==> src/rtl/lrukv_pkg.sv <==
// Types and constants of the LRU key-value cache.
package lrukv_pkg;

  localparam int ENTRIES_DEF = 16;
  localparam int CAP_W       = 5;
  localparam int KEY_W       = 32;
  localparam int VAL_W       = 32;
  localparam int DATA_W      = 32;
  localparam int ADDR_W      = 3;

  localparam logic [CAP_W-1:0] CAP_RESET = CAP_W'(16);

  localparam logic CMD_GET = 1'b0;
  localparam logic CMD_PUT = 1'b1;

  // Register index, taken from the top address bit.
  localparam logic REG_CAPACITY = 1'b0;

  typedef struct packed {
    logic                    cmd;
    logic signed [KEY_W-1:0] key;
    logic signed [VAL_W-1:0] value;
  } req_word_t;

  typedef struct packed {
    logic                    hit;
    logic signed [VAL_W-1:0] read_value;
  } rsp_word_t;

  typedef enum logic [2:0] {
    ST_IDLE,
    ST_SCAN,
    ST_DECIDE,
    ST_UPDATE,
    ST_FINISH
  } state_t;

  typedef struct packed {
    logic key_eq;
    logic rank_lt;
    logic rank_oldest;
  } cmp_t;

endpackage

==> src/rtl/lru_key_value_cache_core.sv <==
// Top level of the fully associative LRU key-value cache.
//
// Requests arrive as words on req (req_valid / req_stall): cmd selects get or
// put, key is matched as a raw 32-bit pattern, value is stored by put. A get
// gives one word on rsp (rsp_valid / rsp_stall): hit, and read_value, which
// is zero on a miss. A put gives no word.
// One request is worked at a time; req_stall stays high until it is done.
// Each pass reads every live entry through the single read port of the
// key/value and rank RAMs and then drains the read pipeline: the first pass
// finds the key and the oldest entry, the second, skipped on a get miss, ages
// the ranks. A get result sits in an output register, so the next request is
// taken while it waits; only a further get result waits on rsp_stall.
// Synchronous reset empties the cache (fill count zero) and sets the capacity
// register to 16; RAM contents need no clearing since live entries are
// exactly slots 0 .. fill count-1. The user must write capacity over the APB
// port at byte address 0 only while idle; the block does not enforce it.
module lru_key_value_cache_core #(
  parameter int ENTRIES = lrukv_pkg::ENTRIES_DEF
) (
  input  logic                           clk,
  input  logic                           rst,
  input  logic                           req_valid,
  output logic                           req_stall,
  input  lrukv_pkg::req_word_t           req,
  output logic                           rsp_valid,
  input  logic                           rsp_stall,
  output lrukv_pkg::rsp_word_t           rsp,
  input  logic                           psel,
  input  logic                           penable,
  input  logic                           pwrite,
  input  logic [lrukv_pkg::ADDR_W-1:0]   paddr,
  input  logic [lrukv_pkg::DATA_W-1:0]   pwdata,
  output logic [lrukv_pkg::DATA_W-1:0]   prdata,
  output logic                           pready
);
  import lrukv_pkg::*;

  localparam int IDX_W = (ENTRIES > 1) ? $clog2(ENTRIES) : 1;
  localparam int OCC_W = $clog2(ENTRIES + 1);
  localparam int CMP_W = (OCC_W > CAP_W) ? OCC_W : CAP_W;
  localparam int KV_W  = KEY_W + VAL_W;

  // Registers
  state_t             state;
  state_t             state_next;
  logic [CAP_W-1:0]   capacity;
  logic [OCC_W-1:0]   occ;
  logic [OCC_W-1:0]   rd_cnt;
  logic               pend;
  logic [IDX_W-1:0]   pend_idx;
  req_word_t          req_q;
  logic               found;
  logic [IDX_W-1:0]   hit_idx;
  logic [IDX_W-1:0]   hit_rank;
  logic [VAL_W-1:0]   hit_value;
  logic [IDX_W-1:0]   old_idx;
  logic [IDX_W-1:0]   tgt_idx;
  logic [IDX_W-1:0]   tgt_rank;
  logic               fill;

  // Combinational control
  logic               ren;
  logic               rsp_load;
  logic               out_free;
  logic               full;
  logic [CMP_W-1:0]   cap_ext;
  logic [CMP_W-1:0]   eff_cap;
  logic [IDX_W-1:0]   oldest_rank;
  logic [IDX_W-1:0]   dec_idx;
  logic [IDX_W-1:0]   dec_rank;
  logic               dec_fill;
  logic               kv_we;
  logic [KV_W-1:0]    kv_wdata;
  logic [KV_W-1:0]    kv_rd;
  logic               rk_we;
  logic [IDX_W-1:0]   rk_waddr;
  logic [IDX_W-1:0]   rk_wdata;
  logic [IDX_W-1:0]   rk_rd;
  cmp_t               cmp;

  // ---------------------------------------------------------------- APB
  assign pready = 1'b1;
  assign prdata = (paddr[ADDR_W-1] == REG_CAPACITY) ? DATA_W'(capacity) : '0;

  always_ff @(posedge clk) begin
    if (rst) begin
      capacity <= CAP_RESET;
    end else if (psel && penable && pwrite && (paddr[ADDR_W-1] == REG_CAPACITY)) begin
      capacity <= pwdata[CAP_W-1:0];
    end
  end

  // Clamp capacity to 1 .. ENTRIES and test whether a new key must evict.
  always_comb begin
    cap_ext = CMP_W'(capacity);
    if (cap_ext == '0) begin
      eff_cap = CMP_W'(1);
    end else if (cap_ext > CMP_W'(ENTRIES)) begin
      eff_cap = CMP_W'(ENTRIES);
    end else begin
      eff_cap = cap_ext;
    end
    full = (CMP_W'(occ) >= eff_cap);
  end

  assign oldest_rank = IDX_W'(occ - 1'b1);

  // ---------------------------------------------------------------- storage
  // Issue one entry read per cycle over slots 0 .. occ-1 in either pass.
  assign ren = ((state == ST_SCAN) || (state == ST_UPDATE)) && (rd_cnt != occ);

  assign kv_wdata = {req_q.key, req_q.value};

  lrukv_ram #(
    .WIDTH (KV_W),
    .DEPTH (ENTRIES),
    .AW    (IDX_W)
  ) u_kv_ram (
    .clk   (clk),
    .we    (kv_we),
    .waddr (dec_idx),
    .wdata (kv_wdata),
    .raddr (rd_cnt[IDX_W-1:0]),
    .rdata (kv_rd)
  );

  lrukv_ram #(
    .WIDTH (IDX_W),
    .DEPTH (ENTRIES),
    .AW    (IDX_W)
  ) u_rank_ram (
    .clk   (clk),
    .we    (rk_we),
    .waddr (rk_waddr),
    .wdata (rk_wdata),
    .raddr (rd_cnt[IDX_W-1:0]),
    .rdata (rk_rd)
  );

  lrukv_cmp #(
    .RANK_W (IDX_W)
  ) u_cmp (
    .key_a    (req_q.key),
    .key_b    (kv_rd[KV_W-1:VAL_W]),
    .rank     (rk_rd),
    .rank_ref (tgt_rank),
    .rank_old (oldest_rank),
    .res      (cmp)
  );

  // ---------------------------------------------------------------- sequencer
  assign out_free = !rsp_valid || !rsp_stall;

  // Choose the slot a put lands in: the match, the oldest, or the next free.
  always_comb begin
    dec_fill = (req_q.cmd == CMD_PUT) && !found && !full;
    if (found) begin
      dec_idx  = hit_idx;
      dec_rank = hit_rank;
    end else if (full) begin
      dec_idx  = old_idx;
      dec_rank = oldest_rank;
    end else begin
      dec_idx  = occ[IDX_W-1:0];
      dec_rank = oldest_rank;
    end
  end

  always_ff @(posedge clk) begin
    if (rst) begin
      state <= ST_IDLE;
    end else begin
      state <= state_next;
    end
  end

  always_comb begin
    state_next = state;
    req_stall  = 1'b1;
    rsp_load   = 1'b0;
    kv_we      = 1'b0;
    rk_we      = 1'b0;
    rk_waddr   = pend_idx;
    rk_wdata   = rk_rd + 1'b1;
    unique case (state)
      ST_IDLE: begin
        req_stall = 1'b0;
        if (req_valid) begin
          state_next = ST_SCAN;
        end
      end
      ST_SCAN: begin
        if ((rd_cnt == occ) && !pend) begin
          state_next = ST_DECIDE;
        end
      end
      ST_DECIDE: begin
        if (req_q.cmd == CMD_GET) begin
          // Hold until the output register can take the word.
          if (out_free) begin
            rsp_load   = 1'b1;
            state_next = found ? ST_UPDATE : ST_IDLE;
          end
        end else begin
          kv_we      = 1'b1;
          state_next = ST_UPDATE;
        end
      end
      ST_UPDATE: begin
        // Age every live entry younger than the target; a fill ages them all.
        if (pend && (pend_idx != tgt_idx) && (fill || cmp.rank_lt)) begin
          rk_we = 1'b1;
        end
        if ((rd_cnt == occ) && !pend) begin
          state_next = ST_FINISH;
        end
      end
      ST_FINISH: begin
        rk_we      = 1'b1;
        rk_waddr   = tgt_idx;
        rk_wdata   = '0;
        state_next = ST_IDLE;
      end
      default: begin
        state_next = ST_IDLE;
      end
    endcase
  end

  // ---------------------------------------------------------------- datapath
  always_ff @(posedge clk) begin
    if (rst) begin
      occ       <= '0;
      rd_cnt    <= '0;
      pend      <= 1'b0;
      found     <= 1'b0;
      fill      <= 1'b0;
      rsp_valid <= 1'b0;
    end else begin
      pend     <= ren;
      pend_idx <= rd_cnt[IDX_W-1:0];
      if (ren) begin
        rd_cnt <= rd_cnt + 1'b1;
      end

      if ((state == ST_IDLE) && req_valid) begin
        req_q  <= req;
        found  <= 1'b0;
        rd_cnt <= '0;
      end

      if ((state == ST_SCAN) && pend) begin
        if (cmp.key_eq) begin
          found     <= 1'b1;
          hit_idx   <= pend_idx;
          hit_rank  <= rk_rd;
          hit_value <= kv_rd[VAL_W-1:0];
        end
        if (cmp.rank_oldest) begin
          old_idx <= pend_idx;
        end
      end

      if (state == ST_DECIDE) begin
        tgt_idx  <= dec_idx;
        tgt_rank <= dec_rank;
        fill     <= dec_fill;
        rd_cnt   <= '0;
      end

      if ((state == ST_FINISH) && fill) begin
        occ <= occ + 1'b1;
      end

      // Output register: load a get result, drop it once taken.
      if (rsp_load) begin
        rsp_valid <= 1'b1;
      end else if (!rsp_stall) begin
        rsp_valid <= 1'b0;
      end
    end
  end

  always_ff @(posedge clk) begin
    if (rsp_load) begin
      rsp.hit        <= found;
      rsp.read_value <= found ? hit_value : '0;
    end
  end

endmodule

==> src/rtl/lrukv_ram.sv <==
// Simple dual-port RAM with one write port and one registered read port.
module lrukv_ram #(
  parameter int WIDTH = 32,
  parameter int DEPTH = 16,
  parameter int AW    = (DEPTH > 1) ? $clog2(DEPTH) : 1
) (
  input  logic             clk,
  input  logic             we,
  input  logic [AW-1:0]    waddr,
  input  logic [WIDTH-1:0] wdata,
  input  logic [AW-1:0]    raddr,
  output logic [WIDTH-1:0] rdata
);

  logic [WIDTH-1:0] mem [DEPTH];

  always_ff @(posedge clk) begin
    if (we) begin
      mem[waddr] <= wdata;
    end
    rdata <= mem[raddr];
  end

endmodule

==> src/rtl/lrukv_cmp.sv <==
// Shared compare unit: key match and rank compares for one entry per cycle.
module lrukv_cmp #(
  parameter int RANK_W = 4
) (
  input  logic [lrukv_pkg::KEY_W-1:0] key_a,
  input  logic [lrukv_pkg::KEY_W-1:0] key_b,
  input  logic [RANK_W-1:0]           rank,
  input  logic [RANK_W-1:0]           rank_ref,
  input  logic [RANK_W-1:0]           rank_old,
  output lrukv_pkg::cmp_t             res
);
  import lrukv_pkg::*;

  always_comb begin
    res.key_eq      = (key_a == key_b);
    res.rank_lt     = (rank < rank_ref);
    res.rank_oldest = (rank == rank_old);
  end

endmodule

==> config.mk <==
export PLATFORM = sky130hd
export DESIGN_NAME = lru_key_value_cache_core
export DESIGN_NICKNAME = d
export VERILOG_FILES = /design/src/rtl/lrukv_pkg.sv /design/src/rtl/lru_key_value_cache_core.sv /design/src/rtl/lrukv_ram.sv /design/src/rtl/lrukv_cmp.sv
export SDC_FILE = /design/constraint.sdc
export NUM_CORES = 1
export LEC_CHECK = 0
export ABC_AREA = 1
export BUFFER_PORTS_ARGS = -buffer_cell sky130_fd_sc_hd__buf_2
export CORE_MARGIN = 5
export CORE_UTILIZATION = 35
export CTS_BUF_LIST = sky130_fd_sc_hd__clkbuf_4 sky130_fd_sc_hd__clkbuf_8 sky130_fd_sc_hd__clkbuf_16
export DETAILED_ROUTE_END_ITERATION = 10
export GPL_TIMING_DRIVEN = 0
export SYNTH_ARGS = -nofsm -noshare
export SYNTH_HDL_FRONTEND = slang
export SYNTH_HIERARCHICAL = 1
export SYNTH_SLANG_ARGS = --single-unit
==> constraint.sdc <==
create_clock -name clk -period 14.8 [get_ports clk]
set_clock_uncertainty 0.05 [all_clocks]
set_input_delay 3.7 -clock clk [delete_from_list [all_inputs] [get_ports clk]]
set_output_delay 3.7 -clock clk [all_outputs]
set_load 0.05 [all_outputs]
==> impl_results.md <==
* Ys async rst share at 0%
* Sequential-to-total area share from yosys stat at between 70 and 80%
* CP required at around 11000 ps
* Top Family by Delay on Critical Path: buffers and inverters
* Critical path's most frequent cell: buf_2
* Via count at 36990
* Library cells used by synthesis at 38
* Die H at 408.7 µm
* Synthesis-stage register bit count at about 1300
* Post-route minimum period at between 7000 and 8000 ps
* DRT Wirelength at roughly 150 mm
* CTS sink cnt at approximately 1300
* IO Pins at 175
* CP Max Fanout at 6
* CP Class: in -> out
* Slew HR at between 3 and 4%
* Slack of the critical path at a little under 7000 ps
* Maximum clock path buffer count at 3
* Post-Syn Area at around 56000 µm²
* Post-layout util at 40.96%
* Final RePlAce weighted congestion at about 0.83
* Fin cells at a little under 8000
* First-pass GRT wire length at 222.7 mm
* Vias per std cell at 4.798
* Final ANT Viol Nets at 0
* Slowest CP cell: buf_2
* Design Area, Final at around 65000 µm²
* Area grow syn2layout at 16.48%
* EDFF count, synth at around 1200
* DP Worst Slack at between 6000 and 7000 ps
* Synth Warn # at 6
* Min-delay worst type: reg -> reg
* Die area at 167000 µm²
* CTS Buf Count at ~140
* Root Driver: clkbuf_16
* CTS tree: done
* Residual DRC at 0
* Crit. End Element: output port
* Htree depth at 4
* Chip Width at ~410 µm
* Final Max Tran Viols at 0
* Final HPWL DP at 99.33 mm
* Placed Cells incl. Taps at approximately 7500
* Max stage delay on crit path at between 200 and 300 ps
* Top_reg_cell synth: edfxtp_1
* Smallest hold slack at approximately 350 ps
* Reg clk slew, reported paths at 60 ps
* Global route total overflow at 0
* Status: finished, final reports clean
* Pre-antenna DRT Iters at 6
* Total power at ~8.2 mW
* Critical Path Start Type: primary input
* Clock Latency Late Sink at 780 ps
* Initial antenna violation count at 1
* Post-CTS setup buffers at 0
* Critical-path cell list: buf_2 > nor2_1 > buf_2
* Diode count at 0
* CTS resizes at 0
* Syn Area/Cell at approximately 11 µm²
* Initial Utilization at a little over a third
* Setup violations, final at 0
* Drt first-iter violations at between 3000 and 4000
* Power Dens Cells at about 130 nW/µm²
* Total track usage at roughly 18%
* Post-DP Area at ~60000 µm²
* WP buf/inv at 2
* FP Rows at 146
* Worst slew pin tran at about 1400 ps
* Layout Nets at 5642
* Critical Path AT at 4200 ps
* Setup TNS at 0 ps
* Vias in the first global route at about 35000
* Wirelength per Cell at 19.63 µm
* Leakage power at about 27 nW
* IO Port Bufs at between 100 and 150
* Share of cells above drive strength 1 at 11.99%
* Max-cap viol count at 0
* # hold bufs at CTS at 0
* Worst VDD drop at ~0.13 mV
* Core area at around 160000 µm²
* Hold violation total from the final report at 0
* Synth Instances at slightly above 5000
* Achievable clock frequency at around 0.13 GHz
* RSZ-0062 raised after global routing: no
* Final period util at between 50% and 60%
* Pin count of the biggest net entering global routing at 28
==> metal layers <==
metal | share of wire, % | up-vias | global-route usage, %
met5 | 0 | - | 0
met4 | 3.0 | 0 | 5.915
met3 | 7.9 | 263 | 3.110
met2 | 47 | 1488 | 28.89
met1 | 42 | 17870 | 24.01
li1 | - | 17370 | -
==> final timing paths <==
path	slack, ps	from	end	cells after the start
worst min register to register	350	u_kv_ram/rdata[26]	hit_value[26]	0
worst max register to register	10610	found	u_kv_ram/mem[10][41]	8
worst min-delay path	350	u_kv_ram/rdata[26]	hit_value[26]	0
worst max-delay path	6850	paddr[2]	prdata[2]	3
==> kinds of logic (layout without fill, tap and decap cells) <==
family,after synthesis,after routing,synth area share (%)
buffers and inverters,1205,1623,9.235
DFF,1332,1332,70.28
other,2,28,0.01350
xor gates and xnor gates,19,19,0.2991
and+or+nand+nor,2582,2582,19.49
AOI/OAI and AO/OA,41,41,0.4071
adders and majority gates,12,12,0.2699
==> cells in the final DEF (no fill, tap or decap), types with 4 or more instances in the layout <==
master and count:
clkinv_1 9, inv_1 935, clkbuf_16 146, nor2_1 81, inv_6 4, nor2_2 6, buf_16 5, xnor2_1 7
nand3_1 844, nand3b_1 5, xor2_1 12, nor2_4 20, buf_2 243, conb_1 28, buf_6 27, clkbuf_8 16
clkinv_16 5, clkinv_2 21, edfxtp_1 1242, a21oi_1 20, buf_12 38, inv_2 8, nand2_1 1615, bufinv_16 7
ha_1 12, buf_1 15, nand2_2 4, clkbuf_1 23, dfxtp_1 90, o21ai_0 9, clkbuf_4 42, buf_4 64
==> cell type report <==
class	instances	area, µm²
clock buffer	204	4189
tap	2072	2592
inverter	948	3571
fill	14910	93400
buffer	257	1568
clock inverter	55	659.4
sequential	1332	39100
multi-input combinational	2682	11640
timing repair buffer	159	1479
==> synth_stat cells (4+ instances only) <==
cell type	number	area, µm²
a21oi_1	21	105.1
buf_1	15	56.30
buf_2	127	635.6
buf_4	64	480.5
buf_6	27	304.0
clkbuf_1	24	90.09
dfxtp_1	90	1802
edfxtp_1	1242	37300
ha_1	12	150.1
inv_1	935	3510
inv_2	8	30.03
nand2_1	1615	6062
nand2_2	4	25.02
nand3_1	844	4224
nand3b_1	5	37.54
nor2_1	99	371.6
nor2_2	6	37.54
o21ai_0	9	45.04
xnor2_1	7	61.31
xor2_1	12	105.1
==> flip-flops by register name, summed over array words and instances, names as in the netlist, 3 cells and up <==
signal	cells
hit_value	32
occ	5
hit_idx	4
hit_rank	4
state	3
cap_ext	5
kv_wdata	64
old_idx	4
u_rank_ram/mem	64
u_kv_ram/mem	1024
pend_idx	4
tgt_rank	4
rd_cnt	5
tgt_idx	4
u_kv_ram/rdata	64
u_rank_ram/rdata	4
rsp	33
==> report_power, final <==
| group | total [mW] | internal [mW] | switching (mW) |
|---|---|---|---|
| sequential | 4.31 | 4.22 | 0.0899 |
| combinational | 0.255 | 0.0732 | 0.182 |
| clock | 3.62 | 2.12 | 1.50 |
| total | 8.18 | 6.41 | 1.77 |
No activity file was read; power rests on OpenSTA's default activity.
